<file path="src/design/ibcs_pkg.sv">
// shared types, constants and constant dividers of the imu bias and smoothing block
package ibcs_pkg;

    // number of samples averaged for one gyro bias
    localparam int CAL_SAMPLES = 100;

    typedef logic signed [15:0] t_sample;
    typedef logic signed [23:0] t_sum;
    typedef logic [7:0]         t_count;
    // weighted three-tap sum, magnitude at most 100 * 32768
    typedef logic signed [22:0] t_wsum;

    // calibration status handed from the calibration unit to the datapath
    typedef struct packed {
        logic active;
        logic ready;
        logic last;
    } t_cal_status;

    // filter weights in hundredths
    localparam t_wsum W_AZ_NOW  = 23'sd90;
    localparam t_wsum W_AZ_PREV = 23'sd5;
    localparam t_wsum W_AZ_OLD  = 23'sd5;
    localparam t_wsum W_GY_NOW  = 23'sd92;
    localparam t_wsum W_GY_PREV = 23'sd5;
    localparam t_wsum W_GY_OLD  = 23'sd3;
    localparam t_wsum W_GZ_NOW  = 23'sd90;
    localparam t_wsum W_GZ_PREV = 23'sd5;
    localparam t_wsum W_GZ_OLD  = 23'sd5;

    // reciprocals: ceil(2^30 / 100) and ceil(2^32 / CAL_SAMPLES)
    localparam logic [23:0] HUND_RECIP =
        24'(((64'd1 << 30) + 64'd99) / 64'd100);
    localparam logic [32:0] CAL_RECIP =
        33'(((64'd1 << 32) + 64'(CAL_SAMPLES) - 64'd1) / 64'(CAL_SAMPLES));

    // weighted sum / 100, truncated toward zero
    function automatic t_sample div_hundred(input t_wsum v);
        logic [21:0] mag;
        logic [45:0] prod;
        logic [15:0] q;
        mag  = v[22] ? 22'(-v) : 22'(v);
        prod = 46'(mag) * 46'(HUND_RECIP);
        q    = prod[45:30];
        return v[22] ? t_sample'(-q) : t_sample'(q);
    endfunction

    // calibration sum / CAL_SAMPLES, truncated toward zero
    function automatic t_sample div_cal(input t_sum s);
        logic [23:0] mag;
        logic [56:0] prod;
        logic [15:0] q;
        mag  = s[23] ? 24'(-s) : 24'(s);
        prod = 57'(mag) * 57'(CAL_RECIP);
        q    = prod[47:32];
        return s[23] ? t_sample'(-q) : t_sample'(q);
    endfunction

endpackage

</file>
<file path="src/design/ibcs_cal.sv">
// gyro bias calibration: per-axis sums, sample count and latched bias
module ibcs_cal (
    input  logic                  i_clk,
    input  logic                  i_rst_n,
    input  logic                  i_step,
    input  logic                  i_func,
    input  ibcs_pkg::t_sample     i_gyro [3],
    output ibcs_pkg::t_sample     o_bias [3],
    output ibcs_pkg::t_cal_status o_status
);
    import ibcs_pkg::*;

    logic    r_active, n_active;
    logic    r_ready, n_ready;
    t_count  r_count, n_count;
    t_sum    r_sum [3];
    t_sum    n_sum [3];
    t_sample r_bias [3];
    t_sample n_bias [3];
    logic    last;

    // this sample completes the calibration
    assign last = ({1'b0, r_count} + 9'd1) >= 9'(CAL_SAMPLES);

    // next state for one accepted item
    always_comb begin
        n_active = r_active;
        n_ready  = r_ready;
        n_count  = r_count;
        n_sum    = r_sum;
        n_bias   = r_bias;
        if (i_step) begin
            if (i_func) begin
                n_active = 1'b1;
                n_ready  = 1'b0;
                n_count  = '0;
                for (int i = 0; i < 3; i++) begin
                    n_sum[i]  = '0;
                    n_bias[i] = '0;
                end
            end else if (r_active) begin
                n_count = r_count + 8'd1;
                for (int i = 0; i < 3; i++) begin
                    n_sum[i] = r_sum[i] + t_sum'(i_gyro[i]);
                end
                if (last) begin
                    n_active = 1'b0;
                    n_ready  = 1'b1;
                    for (int i = 0; i < 3; i++) begin
                        n_bias[i] = div_cal(n_sum[i]);
                    end
                end
            end
        end
    end

    // state registers, all cleared by reset
    always_ff @(posedge i_clk) begin
        if (!i_rst_n) begin
            r_active <= 1'b0;
            r_ready  <= 1'b0;
            r_count  <= '0;
            for (int i = 0; i < 3; i++) begin
                r_sum[i]  <= '0;
                r_bias[i] <= '0;
            end
        end else begin
            r_active <= n_active;
            r_ready  <= n_ready;
            r_count  <= n_count;
            r_sum    <= n_sum;
            r_bias   <= n_bias;
        end
    end

    assign o_bias          = r_bias;
    assign o_status.active = r_active;
    assign o_status.ready  = r_ready;
    assign o_status.last   = last;

endmodule

</file>
<file path="config.mk">
export PLATFORM = sky130hd
export DESIGN_NAME = ibcs_cal
export DESIGN_NICKNAME = d
export VERILOG_FILES = /design/src/design/ibcs_pkg.sv /design/src/design/ibcs_cal.sv
export SDC_FILE = /design/constraint.sdc
export NUM_CORES = 2
export LEC_CHECK = 0
export BUFFER_PORTS_ARGS = -buffer_cell sky130_fd_sc_hd__buf_2
export CAP_MARGIN = 10
export CORE_MARGIN = 2
export CORE_UTILIZATION = 55
export CTS_BUF_LIST = sky130_fd_sc_hd__clkbuf_16
export DETAILED_ROUTE_END_ITERATION = 8
export HOLD_SLACK_MARGIN = 0.03
export PLACE_DENSITY = 0.71
export SETUP_SLACK_MARGIN = 0.02
export SYNTH_ARGS = -nofsm -noshare
export SYNTH_HDL_FRONTEND = slang
export SYNTH_SLANG_ARGS = --single-unit
export TNS_END_PERCENT = 5
</file>
<file path="constraint.sdc">
create_clock -name i_clk -period 22.3 [get_ports i_clk]
set_input_delay 1.115 -clock i_clk [delete_from_list [all_inputs] [get_ports i_clk]]
set_output_delay 1.115 -clock i_clk [all_outputs]
set_load 0.01 [all_outputs]
</file>
; ---- Word level (Yosys, flattened, before mapping)
; Cells that the tools add are included.
[totals]
register_bits = 130
latchBits = 0
ram_bits = 0
rom_bits = 0
word_cells = 47
n_memories = 0
[classes]
addsub = 11
multipliers = 3
div = 0
order_cmp = 1
eq_ne = 0
n_shift = 0
mux = 19
bitwise = 0
n_reduce_logical = 4
[ops]
columns = operator, count
row1 = $mul A24 B26 Y48 const B, 3
row2 = $mux W48, 3
row3 = $mux W72, 2
row4 = $add A24 B16 Y24, 3
row5 = $mux W24, 3
row6 = $neg A24 Y24, 3
row7 = $mux W16, 3
row8 = $neg A16 Y16, 3
row9 = $mux W8, 2
row10 = $add A8 B1 Y9 const B, 1
row11 = $ge A9 B7 Y1 const B, 1
row12 = $add A8 B1 Y8 const B, 1
row13 = $mux W1, 6
row14 = $reduce_bool A2 Y1, 2
row15 = $reduce_and A3 Y1, 1
row16 = $reduce_and A2 Y1, 1

; ---- Depth between registers and ports, before layout
[logic_depth]
word_depth = 9
depth_mapped = 45
mapped_depth_nobuf = 45

; ---- Worst setup path before layout
; No wires, ideal clock.
[synth_timing]
path_type = input to register
start = in i_gyro[12] (netlist bit)
end = reg r_bias (netlist bit o_bias[15])
setup_time_ns = 0.062
arrival_ns = 11.081
setup_slack_ns = 11.157
path_stages = 38
cell_sequence = ha_1 -> clkbuf_1 -> a21o_1 -> a21o_1 -> a21oi_1 -> o21ai_0 -> nor2_1 -> o21ai_0 -> xnor2_1 -> clkbuf_1 -> clkbuf_1 -> o21ai_0 -> xnor2_1 -> fa_1 -> fa_1 -> fa_1 -> fa_1 -> inv_1 -> [2 not listed] -> fa_1 -> inv_1 -> fa_1 -> inv_1 -> ha_1 -> a21oi_1 -> o221ai_1 -> a21oi_1 -> o21ai_0 -> and3_1 -> a2111oi_0 -> nand2_1 -> nor2_1 -> xor2_1 -> nand4_2 -> or4b_4 -> or3_1 -> nand3_1
[synth_via]
elab_chain_cells = 9
[synth_rtl]
columns = element, line_no
row1 = "start, declared", ibcs_cal.sv:7  ; input ibcs_pkg::t_sample i_gyro [3],
row2 = $add A24 B16 Y24 (*), ibcs_cal.sv:44  ; n_sum[i] = r_sum[i] + t_sum'(i_gyro[i]);
row3 = $neg A24 Y24, ibcs_pkg.sv:53  ; mag = s[23] ? 24'(-s) : 24'(s);
row4 = $mux W24, ibcs_pkg.sv:53
row5 = $mul A24 B26 Y48, ibcs_pkg.sv:54  ; prod = 57'(mag) * 57'(CAL_RECIP);
row6 = $neg A16 Y16, ibcs_pkg.sv:56  ; return s[23] ? t_sample'(-q) : t_sample'(q);
row7 = $mux W16 (*), ibcs_pkg.sv:56
row8 = $mux W48 (*), ibcs_cal.sv:46  ; if (last) begin
row9 = $mux W48 (*), ibcs_cal.sv:41  ; end else if (r_active) begin
row10 = $mux W48 (*), ibcs_cal.sv:33  ; if (i_func) begin
row11 = "end signal, assigned", ibcs_cal.sv:72  ; r_bias <= n_bias;
row12 = "end, declared", ibcs_cal.sv:18  ; t_sample r_bias [3];
; Mark *: on every way between the ends. The rest lies on a longest branch, timed or not. The select of a mux whose other input is x is not followed.
; A chain may end at the register's enable or synchronous reset.

; ---- Worst setup path in the final report
[layout_timing]
start = in i_gyro[16] (netlist bit)
end = reg r_bias (netlist bit o_bias[31])
; Same word-level chain as after synthesis.

==> impl_results.md <==
* Status: finished clean
* Largest net degree at the start of global routing at 68
* Synth unique cells at 119
* RSZ-0062 raised after global routing: no
* Register area share after synthesis at 0.0631
* Critical-path top delay cell: nor4_1
* Synth area leader: fa_1
* Share of cells above drive strength 1 at 0.0585
* Clock skew at 20.6 ps
* Post-Synth Adder-Cell Area at 0.538
* WP data arrival at 12780 ps
* Max Cap Viol at 0
* Compound-Gate Fraction of Synth Area at 0.137
* Num Clock Sinks at 130
* CP Class: input pin to flop
* Slew Viols, Final at 0
* Seq cells post-synth at 130
* Fin. Hold Viols at 0
* Clock period minus final worst setup slack at 12400 ps
* Most numerous cell in the Yosys netlist: inv_1
* Die Y at 278 um
* FF-to-FF path depth at 40
* Finished Cell Area at 43600 sq um
* Vias in the first global route at 33024
* Reg2Reg Launch Point: r_sum[0]$_SDFFE_PN0P_
* Synth top cells by count: inv_1, ha_1, fa_1
* Critical Path Sink: o_bias[31]$_SDFFE_PN0P_
* Total grt overflow at 0
* Post-Syn Area per Cell at 8.93 sq um
* Fin crit share at 0.556
* TritonCTS clock tree: done
* Post_cts resized at 0
* Post-layout util at 0.587
* Dpl hpwl at 104 mm
* Worst Setup End Kind: flop
* Simple-Gate Fraction of Synth Area at 0.105
* Final Wtd Congestion at 1.02
* Worst slew pin tran at 1300 ps
* Worst hold margin at 451 ps
* Rows at 100
* Asr flop ratio synth at 0
* Worst reg2reg path endpoint: o_bias[15]$_SDFFE_PN0P_
* Placed Area at 43000 sq um
* Reg2Reg Setup Slack at 10320 ps
* Clk_lat worst skew at 490 ps
* CTS H-Tree Depth at 4
* Area contributors post-synth: fa_1, ha_1, inv_1
* DR iter-0 viols at 2463
* Die width at 278 um
* Startpoint Class: input pin
* Post-synth EDFFs at 0
* Clock Path Buffers at 2
* Post-Route Setup TNS at 0 ps
* Clk root buf: clkbuf_16
* Hold Path Stages at 2
* DRT antenna net count at 0
* Post-Syn Area at 41300 sq um
* Post-CTS setup buffers at 0
* Vias at 32553
* Post-synthesis mux area share at 0.00297
* Fmax at 80.7 MHz
* Hold-fix buffers, CTS at 0
* Launch point of the worst path: i_gyro[16]
* Total wire length at 118 mm
* Routed WL per cell at 20.8 um
* Critical path peak fanout at 9
* Die area at 77300 sq um
* Clock transition at path regs at 60 ps
* Final setup viols at 0
* PortBufs at 102
* Area Overhead vs Synth at 5.68%
* Initial core utilization at 0.555
* Ys flop type: dfxtp_1
* Drt first pass iters at 8
* Total GRT Usage at 0.314
* First-pass GRT wire length at 187 mm
* Crit path required time at 22680 ps
* Synth Area in XOR/XNOR at 0.0490
* CORE AREA at 74300 sq um
* Worst path most repeated cell: fa_1
* Largest stage delay, worst path at 970 ps
* Slew headroom at 0.126
* Synth top area share at 0.295
* I/O pin cnt at 103
* Largest family of logic cells by synthesized area: adder cells
* Syn Inst Count at 4622
* Worst Hold Class: flop to flop
* Initial antenna violation count at 2
* Inserted Clock Buffers at 17
* Layout Nets at 6167
* Yosys warns at 0
* Ant. Diodes at 0
* Post-route DRC violation count at 0
* Vias/cell at 5.72
metal layers:
| layer | up-vias | routed length (um) | track usage |
|---|---|---|---|
| met5 | - | 0 | 0 |
| met4 | 0 | 2790 | 0.0766 |
| met3 | 129 | 9490 | 0.0640 |
| met2 | 1033 | 52600 | 0.490 |
| met1 | 15936 | 53300 | 0.445 |
| li1 | 15455 | - | - |
layout make-up:
type	instances	area (sq um)
fill	6681	30700
clock buffer	17	425
sequential	130	2600
inverter	1061	3980
tap	969	1210
clock inverter	15	150
timing repair buffer	146	841
multi-input combinational	3350	34400
critical path: cells and delay by family:
family | cells | cell delay (ps)
adders and majority gates | 10 | 4510
xor gates and xnor gates | 2 | 850
muxes | 1 | 380
AOI/OAI and AO/OA | 11 | 1720
buffers and inverters | 6 | 500
and+or+nand+nor | 10 | 3690
placed cells by master (no fill, tap or decap), types with 22 or more instances in the layout:
cell type / instances
inv_1: 1060
ha_1: 801
fa_1: 608
nor2_1: 250
a21oi_1: 220
nand2_1: 194
o21ai_0: 137
xnor2_1: 136
dfxtp_1: 130
buf_2: 102
a21o_1: 89
a22oi_1: 77
xor2_1: 76
nand3_1: 69
nor3_1: 66
buf_4: 44
nand4_1: 38
and3_1: 32
o21bai_1: 30
a31oi_1: 29
o21a_1: 26
o211ai_1: 26
and2_1: 23
nor4_1: 22
a211oi_1: 22
flip-flops by register name, indices dropped and copies added (netlist names):
register	cells
r_ready	1
o_bias	48
r_count	8
r_active	1
r_sum	72
stage by stage:
step                worst slack (ps)  instances
floorplan                      11160       4626
global placement                9660       5656
detailed placement              9610       5656
CTS                            10090       5688
global route                    9250       5688
finish                          9900       5688
how the worst min path moves through the flow:
stage / start / endpoint / slack (ps)
2_1_floorplan: r_sum[45]$_SDFFE_PN0P_ / r_sum[45]$_SDFFE_PN0P_ / 440
3_3_place_gp: o_bias[11]$_SDFFE_PN0P_ / o_bias[11]$_SDFFE_PN0P_ / 430
3_5_place_dp: o_bias[22]$_SDFFE_PN0P_ / o_bias[22]$_SDFFE_PN0P_ / 440
4_1_cts: o_bias[29]$_SDFFE_PN0P_ / o_bias[29]$_SDFFE_PN0P_ / 450
5_1_grt: o_bias[29]$_SDFFE_PN0P_ / o_bias[29]$_SDFFE_PN0P_ / 470
6_report: o_bias[29]$_SDFFE_PN0P_ / o_bias[29]$_SDFFE_PN0P_ / 450
kinds of logic after synthesis:
logic type	count (synthesis)
buffers and inverters	1146
other	2
AO/OA/AOI/OAI	845
adder cells (fa/ha/maj)	1409
XOR/XNOR	224
AND/OR/NAND/NOR	854
multiplexers	12
flip-flops	130
Power is left out: the tool's default activity adds up to more than one toggle a clock period on the data nets, which glitch-free logic cannot reach.
